File: src/hdl/assert_macros.svh
// ----------------------------------------------------------------------------
// Assertion macros used by the motion order mode selector RTL
// ----------------------------------------------------------------------------
`ifndef ASSERT_MACROS_SVH
`define ASSERT_MACROS_SVH

// Clocked check, switched off while reset is asserted
`define ASSERT_CLK(label, prop, msg) \
  label: assert property (@(posedge clk) disable iff (!rst_n) prop) else $error(msg);

// Clocked check that also holds through reset
`define ASSERT_ALWAYS(label, prop, msg) \
  label: assert property (@(posedge clk) prop) else $error(msg);

`endif

File: src/hdl/moms_pkg.sv
// ----------------------------------------------------------------------------
// moms_pkg
// Types, codes and constants of the motion order mode selector.
// ----------------------------------------------------------------------------
package moms_pkg;

  // Tolerances and timeouts
  localparam int unsigned DIST_ACCURACY  = 10;
  localparam int unsigned HEAD_TOL_UNITS = 182;
  localparam int unsigned PASS_HOLD_MS   = 1000;
  localparam int unsigned ORDER_LIMIT_MS = 10000;

  // Derived compare constants
  localparam logic [32:0]        DIST_ACC_SQ = 33'(DIST_ACCURACY * DIST_ACCURACY);
  localparam logic [16:0]        ANGLE_ACC   = 17'(HEAD_TOL_UNITS);
  localparam logic signed [31:0] PASS_TMO    = 32'(PASS_HOLD_MS);
  localparam logic signed [31:0] ORDER_TMO   = 32'(ORDER_LIMIT_MS);

  // Order mode codes
  localparam logic [2:0] OM_INIT     = 3'd0;
  localparam logic [2:0] OM_RUN      = 3'd1;
  localparam logic [2:0] OM_APPROACH = 3'd2;
  localparam logic [2:0] OM_DONE     = 3'd3;
  localparam logic [2:0] OM_ERROR    = 3'd4;
  localparam logic [2:0] OM_PASS     = 3'd5;

  // Configuration register indexes
  localparam int unsigned CFG_IDX_W = 3;
  localparam logic [CFG_IDX_W-1:0] CFG_BEGIN_X         = 3'd0;
  localparam logic [CFG_IDX_W-1:0] CFG_BEGIN_Y         = 3'd1;
  localparam logic [CFG_IDX_W-1:0] CFG_END_X           = 3'd2;
  localparam logic [CFG_IDX_W-1:0] CFG_END_Y           = 3'd3;
  localparam logic [CFG_IDX_W-1:0] CFG_END_HEADING     = 3'd4;
  localparam logic [CFG_IDX_W-1:0] CFG_PASS_MODE       = 3'd5;
  localparam logic [CFG_IDX_W-1:0] CFG_RADIUS_INIT     = 3'd6;
  localparam logic [CFG_IDX_W-1:0] CFG_RADIUS_APPROACH = 3'd7;

  typedef struct packed {
    logic              restart;
    logic signed [15:0] pos_x;
    logic signed [15:0] pos_y;
    logic [15:0]        pos_heading;
    logic [30:0]        now_time;
  } moms_in_t;

  typedef struct packed {
    logic [2:0] order_mode;
    logic       mode_changed;
  } moms_out_t;

  typedef struct packed {
    logic signed [15:0] begin_x;
    logic signed [15:0] begin_y;
    logic signed [15:0] end_x;
    logic signed [15:0] end_y;
    logic [15:0]        end_heading;
    logic               pass_mode;
    logic [15:0]        radius_init;
    logic [15:0]        radius_approach;
  } moms_cfg_t;

  // Squared terms and checks handed from the geometry stage to the mode stage
  typedef struct packed {
    logic        restart;
    logic [30:0] now_time;
    logic [31:0] sq_bx;
    logic [31:0] sq_by;
    logic [31:0] sq_ex;
    logic [31:0] sq_ey;
    logic [31:0] ri_sq;
    logic [31:0] ra_sq;
    logic        head_ok;
  } moms_geom_t;

endpackage

File: src/hdl/motion_order_mode_selector_unit.sv
// ----------------------------------------------------------------------------
// motion_order_mode_selector_unit
// Supervises one motion order and reports its mode for each pose sample.
// ----------------------------------------------------------------------------
//  channel | direction | handshake            | payload
//  in_     | input     | in_valid / in_ready   | moms_in_t: restart, pose, time
//  out_    | output    | out_valid / out_ready | moms_out_t: order_mode, mode_changed
//  cfg_    | input     | cfg_valid / cfg_ready | cfg_index (3 bits), cfg_data (16 bits)
//
// Three stages: input register, geometry (squares) register, result register.
// One sample per cycle unless the output stalls; a sample passes the input, geometry
// and result registers. Mode state advances as a sample enters the result register.
// Reset (rst_n low, synchronous) empties the pipe and clears mode and timers.
// A stalled output holds its result; empty stages upstream still fill.
// ----------------------------------------------------------------------------
`include "assert_macros.svh"

module motion_order_mode_selector_unit (
  input  logic                           clk,
  input  logic                           rst_n,
  input  logic                           in_valid,
  output logic                           in_ready,
  input  moms_pkg::moms_in_t             in_data,
  output logic                           out_valid,
  input  logic                           out_ready,
  output moms_pkg::moms_out_t            out_data,
  input  logic                           cfg_valid,
  output logic                           cfg_ready,
  input  logic [moms_pkg::CFG_IDX_W-1:0] cfg_index,
  input  logic [15:0]                    cfg_data
);

  moms_pkg::moms_cfg_t  cfg;
  moms_pkg::moms_in_t   s0_data_r;
  moms_pkg::moms_geom_t geom;
  logic s0_valid_r, s1_valid_r, out_valid_r;
  logic s0_en, s1_en, out_en, upd;
  logic [2:0] mode;

  // Stage enables: a stage loads when empty or when its content moves on
  assign out_en   = !out_valid_r || out_ready;
  assign s1_en    = !s1_valid_r || out_en;
  assign s0_en    = !s0_valid_r || s1_en;
  assign upd      = s1_valid_r && out_en;
  assign in_ready = s0_en;
  assign out_valid = out_valid_r;

  // Advance valid flags
  always_ff @(posedge clk) begin
    if (!rst_n) begin
      s0_valid_r  <= 1'b0;
      s1_valid_r  <= 1'b0;
      out_valid_r <= 1'b0;
    end else begin
      if (s0_en)  s0_valid_r  <= in_valid;
      if (s1_en)  s1_valid_r  <= s0_valid_r;
      if (out_en) out_valid_r <= s1_valid_r;
    end
  end

  // Capture the input transfer
  always_ff @(posedge clk) begin
    if (in_valid && s0_en) begin
      s0_data_r <= in_data;
    end
  end

  moms_cfg u_cfg (
    .clk       (clk),
    .rst_n     (rst_n),
    .cfg_valid (cfg_valid),
    .cfg_ready (cfg_ready),
    .cfg_index (cfg_index),
    .cfg_data  (cfg_data),
    .cfg_q     (cfg)
  );

  moms_geom u_geom (
    .clk (clk),
    .en  (s1_en),
    .d   (s0_data_r),
    .cfg (cfg),
    .q   (geom)
  );

  moms_fsm u_fsm (
    .clk       (clk),
    .rst_n     (rst_n),
    .upd       (upd),
    .g         (geom),
    .pass_mode (cfg.pass_mode),
    .q         (out_data),
    .mode_o    (mode)
  );

  // Checks on the mode stage
  `ASSERT_CLK(a_restart_init, upd && geom.restart |=> mode == moms_pkg::OM_INIT, "restart did not return to INIT")
  `ASSERT_CLK(a_changed_flag, upd |=> out_data.mode_changed == (mode != $past(mode)) && out_data.order_mode == mode, "result does not match mode update")
  `ASSERT_CLK(a_final_hold, upd && !geom.restart && (mode == moms_pkg::OM_DONE || mode == moms_pkg::OM_ERROR) |=> $stable(mode), "final mode left without restart")
  `ASSERT_ALWAYS(a_mode_idle, rst_n && $past(rst_n) && !$past(upd) |-> $stable(mode), "mode changed without an item")

endmodule

File: src/hdl/moms_cfg.sv
// ----------------------------------------------------------------------------
// moms_cfg
// Configuration register file, written one register per transfer.
// ----------------------------------------------------------------------------
module moms_cfg (
  input  logic                          clk,
  input  logic                          rst_n,
  input  logic                          cfg_valid,
  output logic                          cfg_ready,
  input  logic [moms_pkg::CFG_IDX_W-1:0] cfg_index,
  input  logic [15:0]                   cfg_data,
  output moms_pkg::moms_cfg_t           cfg_q
);

  moms_pkg::moms_cfg_t cfg_r;
  moms_pkg::moms_cfg_t cfg_nxt;

  // Always able to take a write
  assign cfg_ready = 1'b1;
  assign cfg_q     = cfg_r;

  // Decode the register index
  always_comb begin
    cfg_nxt = cfg_r;
    if (cfg_valid) begin
      unique case (cfg_index)
        moms_pkg::CFG_BEGIN_X:         cfg_nxt.begin_x         = cfg_data;
        moms_pkg::CFG_BEGIN_Y:         cfg_nxt.begin_y         = cfg_data;
        moms_pkg::CFG_END_X:           cfg_nxt.end_x           = cfg_data;
        moms_pkg::CFG_END_Y:           cfg_nxt.end_y           = cfg_data;
        moms_pkg::CFG_END_HEADING:     cfg_nxt.end_heading     = cfg_data;
        moms_pkg::CFG_PASS_MODE:       cfg_nxt.pass_mode       = cfg_data[0];
        moms_pkg::CFG_RADIUS_INIT:     cfg_nxt.radius_init     = cfg_data;
        moms_pkg::CFG_RADIUS_APPROACH: cfg_nxt.radius_approach = cfg_data;
        default:                       cfg_nxt                 = cfg_r;
      endcase
    end
  end

  always_ff @(posedge clk) begin
    if (!rst_n) begin
      cfg_r <= '0;
    end else begin
      cfg_r <= cfg_nxt;
    end
  end

endmodule

File: src/hdl/moms_geom.sv
// ----------------------------------------------------------------------------
// moms_geom
// Geometry stage: coordinate differences, squares and heading error check.
// ----------------------------------------------------------------------------
module moms_geom (
  input  logic                 clk,
  input  logic                 en,
  input  moms_pkg::moms_in_t   d,
  input  moms_pkg::moms_cfg_t  cfg,
  output moms_pkg::moms_geom_t q
);

  logic signed [16:0] dbx, dby, dex, dey;
  logic signed [33:0] pbx, pby, pex, pey;
  logic [15:0]        herr;
  logic signed [16:0] hs;
  logic [16:0]        habs;
  moms_pkg::moms_geom_t geom_r;
  moms_pkg::moms_geom_t geom_nxt;

  // Differences from the begin point and to the target point
  always_comb begin
    dbx = $signed({d.pos_x[15], d.pos_x}) - $signed({cfg.begin_x[15], cfg.begin_x});
    dby = $signed({d.pos_y[15], d.pos_y}) - $signed({cfg.begin_y[15], cfg.begin_y});
    dex = $signed({cfg.end_x[15], cfg.end_x}) - $signed({d.pos_x[15], d.pos_x});
    dey = $signed({cfg.end_y[15], cfg.end_y}) - $signed({d.pos_y[15], d.pos_y});
  end

  // Squares; each fits in 32 bits since |difference| <= 65535
  assign pbx = dbx * dbx;
  assign pby = dby * dby;
  assign pex = dex * dex;
  assign pey = dey * dey;

  // Wrapped heading error and its magnitude
  always_comb begin
    herr = cfg.end_heading - d.pos_heading;
    hs   = $signed({herr[15], herr});
    habs = hs[16] ? 17'(-hs) : 17'(hs);
  end

  always_comb begin
    geom_nxt.restart  = d.restart;
    geom_nxt.now_time = d.now_time;
    geom_nxt.sq_bx    = pbx[31:0];
    geom_nxt.sq_by    = pby[31:0];
    geom_nxt.sq_ex    = pex[31:0];
    geom_nxt.sq_ey    = pey[31:0];
    geom_nxt.ri_sq    = {16'd0, cfg.radius_init} * {16'd0, cfg.radius_init};
    geom_nxt.ra_sq    = {16'd0, cfg.radius_approach} * {16'd0, cfg.radius_approach};
    geom_nxt.head_ok  = habs < moms_pkg::ANGLE_ACC;
  end

  // Hold the stage while downstream stalls
  always_ff @(posedge clk) begin
    if (en) begin
      geom_r <= geom_nxt;
    end
  end

  assign q = geom_r;

endmodule

File: src/hdl/moms_fsm.sv
// ----------------------------------------------------------------------------
// moms_fsm
// Mode stage: distance compares, timers, order mode and result register.
// ----------------------------------------------------------------------------
module moms_fsm (
  input  logic                 clk,
  input  logic                 rst_n,
  input  logic                 upd,
  input  moms_pkg::moms_geom_t g,
  input  logic                 pass_mode,
  output moms_pkg::moms_out_t  q,
  output logic [2:0]           mode_o
);

  logic [2:0]  mode_r, mode_nxt;
  logic [30:0] ost_r, ost_nxt;
  logic        osv_r, osv_nxt;
  logic [30:0] pst_r, pst_nxt;
  moms_pkg::moms_out_t res_r;
  logic [32:0]        d_begin, d_end;
  logic signed [31:0] order_dt, pass_dt;
  logic leave_init, near_target, at_target, order_tmo, pass_over;

  // Squared distances and compares
  always_comb begin
    d_begin     = {1'b0, g.sq_bx} + {1'b0, g.sq_by};
    d_end       = {1'b0, g.sq_ex} + {1'b0, g.sq_ey};
    leave_init  = d_begin >= {1'b0, g.ri_sq};
    near_target = d_end <= {1'b0, g.ra_sq};
    at_target   = (d_end < moms_pkg::DIST_ACC_SQ) && g.head_ok;
  end

  // Elapsed times as signed differences
  always_comb begin
    order_dt  = $signed({1'b0, g.now_time}) - $signed({1'b0, ost_r});
    pass_dt   = $signed({1'b0, g.now_time}) - $signed({1'b0, pst_r});
    order_tmo = osv_r && (order_dt > moms_pkg::ORDER_TMO);
    pass_over = pass_dt[31] || (pass_dt > moms_pkg::PASS_TMO);
  end

  // Next mode and timers
  always_comb begin
    mode_nxt = mode_r;
    ost_nxt  = ost_r;
    osv_nxt  = osv_r;
    pst_nxt  = pst_r;
    if (g.restart) begin
      mode_nxt = moms_pkg::OM_INIT;
    end else begin
      unique case (mode_r)
        moms_pkg::OM_INIT: begin
          ost_nxt = g.now_time;
          osv_nxt = 1'b1;
          if (leave_init) mode_nxt = moms_pkg::OM_RUN;
        end
        moms_pkg::OM_RUN: begin
          if (near_target) begin
            if (pass_mode) begin
              mode_nxt = moms_pkg::OM_PASS;
              pst_nxt  = g.now_time;
            end else begin
              mode_nxt = moms_pkg::OM_APPROACH;
            end
          end else if (order_tmo) begin
            mode_nxt = moms_pkg::OM_ERROR;
          end
        end
        moms_pkg::OM_APPROACH: begin
          if (at_target) begin
            mode_nxt = moms_pkg::OM_DONE;
          end else if (order_tmo) begin
            mode_nxt = moms_pkg::OM_ERROR;
          end
        end
        moms_pkg::OM_PASS: begin
          if (pass_over) mode_nxt = moms_pkg::OM_DONE;
        end
        default: mode_nxt = mode_r;
      endcase
    end
  end

  // Advance state and result on each item
  always_ff @(posedge clk) begin
    if (!rst_n) begin
      mode_r <= moms_pkg::OM_INIT;
      ost_r  <= '0;
      osv_r  <= 1'b0;
      pst_r  <= '0;
    end else if (upd) begin
      mode_r <= mode_nxt;
      ost_r  <= ost_nxt;
      osv_r  <= osv_nxt;
      pst_r  <= pst_nxt;
    end
  end

  always_ff @(posedge clk) begin
    if (upd) begin
      res_r.order_mode   <= mode_nxt;
      res_r.mode_changed <= mode_nxt != mode_r;
    end
  end

  assign q      = res_r;
  assign mode_o = mode_r;

endmodule
File: config.mk
export PLATFORM = sky130hd
export DESIGN_NAME = motion_order_mode_selector_unit
export DESIGN_NICKNAME = d
export VERILOG_FILES = /design/src/hdl/moms_pkg.sv /design/src/hdl/motion_order_mode_selector_unit.sv /design/src/hdl/moms_cfg.sv /design/src/hdl/moms_geom.sv /design/src/hdl/moms_fsm.sv
export VERILOG_INCLUDE_DIRS = /design/src /design/src/hdl
export SDC_FILE = /design/constraint.sdc
export NUM_CORES = 2
export LEC_CHECK = 0
export ABC_AREA = 1
export BUFFER_PORTS_ARGS = -buffer_cell sky130_fd_sc_hd__buf_2
export CORE_MARGIN = 1.5
export CORE_UTILIZATION = 35
export CTS_CLUSTER_DIAMETER = 60
export DETAILED_ROUTE_END_ITERATION = 7
export GPL_TIMING_DRIVEN = 1
export PLACE_DENSITY_LB_ADDON = 0.1
export SLEW_MARGIN = 15
export SYNTH_ARGS = -nofsm -noshare
export SYNTH_HDL_FRONTEND = slang
export SYNTH_SLANG_ARGS = --single-unit
File: constraint.sdc
create_clock -name clk -period 7.1 [get_ports clk]
set_clock_uncertainty 0.1 [all_clocks]
set_input_delay 2.13 -clock clk [delete_from_list [all_inputs] [get_ports clk]]
set_output_delay 2.13 -clock clk [all_outputs]
set_load 0.005 [all_outputs]
==> metrics <==
Mapped Cells around 9700; Place WS -0.732 ns; crit path max fanout 3; mux cell area share after synthesis 0%; YS warnings 0; Synth Area in Compound Gates 7.07%; Fill cells about 23000; RSZ-0062 raised after global routing yes; failing checks setup timing; vias post-DR between 60000 and 70000; first-pass GRT wire length 382000 microns; Bufs on Longest Clock Path 3; min Tclk post-route around 7.7 ns; #FFs+latches synth 485; initial core utilization a little over a third; maxcap violations 0; largest net degree at the start of global routing 110; die area roughly 0.23 sq mm; Avg WL per Cell about 17 microns; Synth cell types between 70 and 80; clk slew on worst S/H paths ~0.060 ns; Synth Area in XOR/XNOR under 10%; Critical Path RT roughly 7.5 ns; share of layout cells above drive strength 1 18.9%; GRT Total Usage approximately a fifth; core box area between 0.2 and 0.25 sq mm; non-filler cells in the finished layout 13851; DRT Pass-1 Iters 7; Slew Viols, Final 0; Die Height around 480 microns; main combinational cell family by area after synthesis adder cells; Final setup viols 50; Port-buffer cells ~110; starting DRC count in detailed routing 3241; Final Hold Fails 0; highest clock rate 0.131 GHz; relative slew slack 31.9%; most used cell, CP inv_2; drt drc 0; startpoint types flop; FP Rows between 150 and 200; Worst-Margin Slew 1.02 ns; Root Buffer clkbuf_16; kind of critical path flop to flop; crit path DAT between 8 and 9 ns; Mapped Area roughly 0.081 sq mm; Syn Area/Cell about 8.4 sq um; H-tree depth 3; status finished with violations; vias in the first global route between 60000 and 70000; Overflow after GRT 0; clk_lat worst skew approximately 0.75 ns; hold_buf cts 0; TritonCTS Sinks 485; adder-cell share of the synthesized area between 40% and 50%; CTS Buf Count between 80 and 90; Setup WS post-layout -0.554 ns; Slowest-stage cell, CP fa_1; fin util 43.1%; DIE WIDTH between 400 and 500 microns; Placer Congestion ~0.89; DRT antenna net count 0; fin nets between 10000 and 15000; initial antenna violation count 19; CP peak stage delay between 0.5 and 0.6 ns; worst hold path class flop to flop; simple-gate share of the synthesized area around 14%; Placed Cells approximately 14000; Syn-to-layout area delta 22.3%; I/O pin count between 100 and 150; CTS tree done; final worst path period share 108%; Seq/Total Area, Yosys 15.7%; vias per cell 4.63; hpwl dp between 200000 and 250000 microns; Post-Route WL between 200000 and 250000 microns; crit end category flop; Synth Net Count between 10000 and 15000
==> registers in the layout (all words and copies together), names as in the netlist <==
signal and count:
s0_data_r 80, s1_valid_r 1, out_valid 1, u_fsm.osv_r 1
u_fsm.ost_r 31, u_fsm.q 4, s0_valid_r 1, u_cfg.cfg_q 113
u_fsm.pst_r 31, u_geom.q 219, u_fsm.mode_o 3
==> cells in the mapped netlist (all sizes together) <==
cell	n	area (sq um)
clkinv	15	56.3
xor2	219	1990
or2	25	156
and3	1	6.26
nand2	1546	5870
edfxtp	303	9100
o221ai	5	50.0
nor2	859	3340
a211oi	7	57.6
o21a	9	67.6
o311a	1	10.0
o2bb2ai	1	8.76
a21oi	533	2740
o21ai	344	1800
dfxtp	182	3640
or3	1	6.26
a31o	1	8.76
nand3	182	961
fa	1364	27300
xnor3	1	22.5
buf	32	201
a2111oi	2	17.5
a221oi	4	35.0
conb	1	3.75
nand4	71	450
a31oi	15	100
clkbuf	157	591
a21boi	18	169
inv	2655	9970
o211ai	11	82.6
a21o	19	143
ha	781	9770
nor4	19	119
nor3	52	300
o31ai	13	97.6
o21bai	32	251
nand3b	29	218
xnor2	137	1200
o2111ai	3	26.3
and2	14	88.8
o311ai	4	35.0
o211a	3	30.0
==> metal layers <==
layer / wire length (microns) / share of wire [%] / vias to the layer above / track usage (%)
li1: - / - / 31207 / -
met1: 107000 / 44 / 31817 / 27.9
met2: 121000 / 50 / 933 / 37.1
met3: 8380 / 3.5 / 220 / 2.02
met4: 4520 / 1.9 / 4 / 3.77
met5: 25 / 0.010 / - / 0
==> layout by cell type, fill, tap and decap left out, types with 108 or more instances in the layout <==
| cell type | n |
|---|---|
| inv_1 | 2534 |
| nand2_1 | 1447 |
| fa_1 | 1321 |
| buf_4 | 976 |
| nor2_1 | 753 |
| ha_1 | 707 |
| a21oi_1 | 441 |
| edfxtp_1 | 303 |
| o21ai_0 | 261 |
| xor2_1 | 193 |
| dfxtp_1 | 182 |
| nand3_1 | 170 |
| xnor2_1 | 121 |
| buf_2 | 108 |
==> repair_timing <==
| item | CTS | global route |
|---|---|---|
| gates resized for setup | 363 | 321 |
| endpoints found under the setup margin | 64 | 71 |
| pin swaps | 228 | 228 |
| setup buffers | 76 | 52 |
==> metrics by stage <==
step / area (sq um) / TNS [ns] / hold slack, ns
floorplan: 81700 / -2.79 / 0.300
global placement: 92600 / -20.74 / 0.301
detailed placement: 92600 / -23.52 / 0.306
CTS: 97600 / -12.40 / 0.314
global route: 99200 / -36.30 / 0.317
finish: 99200 / -14.98 / 0.312
==> area by class of cell <==
| class | count | area (sq um) | area share [%] |
|---|---|---|---|
| multi-input combinational | 6327 | 60500 | 61.0 |
| tap | 3026 | 3790 | 3.82 |
| clock inverter | 59 | 817 | 0.824 |
| antenna | 9 | 22.5 | 0.0227 |
| sequential | 485 | 12700 | 12.8 |
| clock buffer | 97 | 2190 | 2.21 |
| inverter | 2670 | 10100 | 10.2 |
| timing repair buffer | 1178 | 9080 | 9.15 |
==> cell families after synthesis <==
family | Yosys count
other cells | 1
buf+inv | 2859
simple gates | 2799
xor+xnor | 357
compound gates | 1025
flops | 485
fa+ha+maj | 2145
==> path summary, 6_finish.rpt <==
kind,from,endpoint,slack (ns),cells past startpoint
worst max-delay path,s0_data_r[63]$_DFFE_PP_,u_geom.q[191]$_DFFE_PP_,-0.55,45
worst min-delay path,s0_data_r[2]$_DFFE_PP_,u_geom.q[195]$_DFFE_PP_,0.31,0
worst max register to register,s0_data_r[63]$_DFFE_PP_,u_geom.q[191]$_DFFE_PP_,-0.55,45
worst min register to register,s0_data_r[2]$_DFFE_PP_,u_geom.q[195]$_DFFE_PP_,0.31,0
==> worst max-delay path: cells and delay by family (launching register included) <==
family / cells / cell delay (ns)
DFF: 1 / 0.38
and+or+nand+nor: 12 / 0.94
xor gates and xnor gates: 2 / 0.30
buffers and inverters: 12 / 0.73
AOI/OAI and AO/OA: 10 / 1.20
adders and majority gates: 9 / 3.73
Power is not shown: default switching activity piles up to over one toggle a cycle in this logic, so the estimate is an artifact.
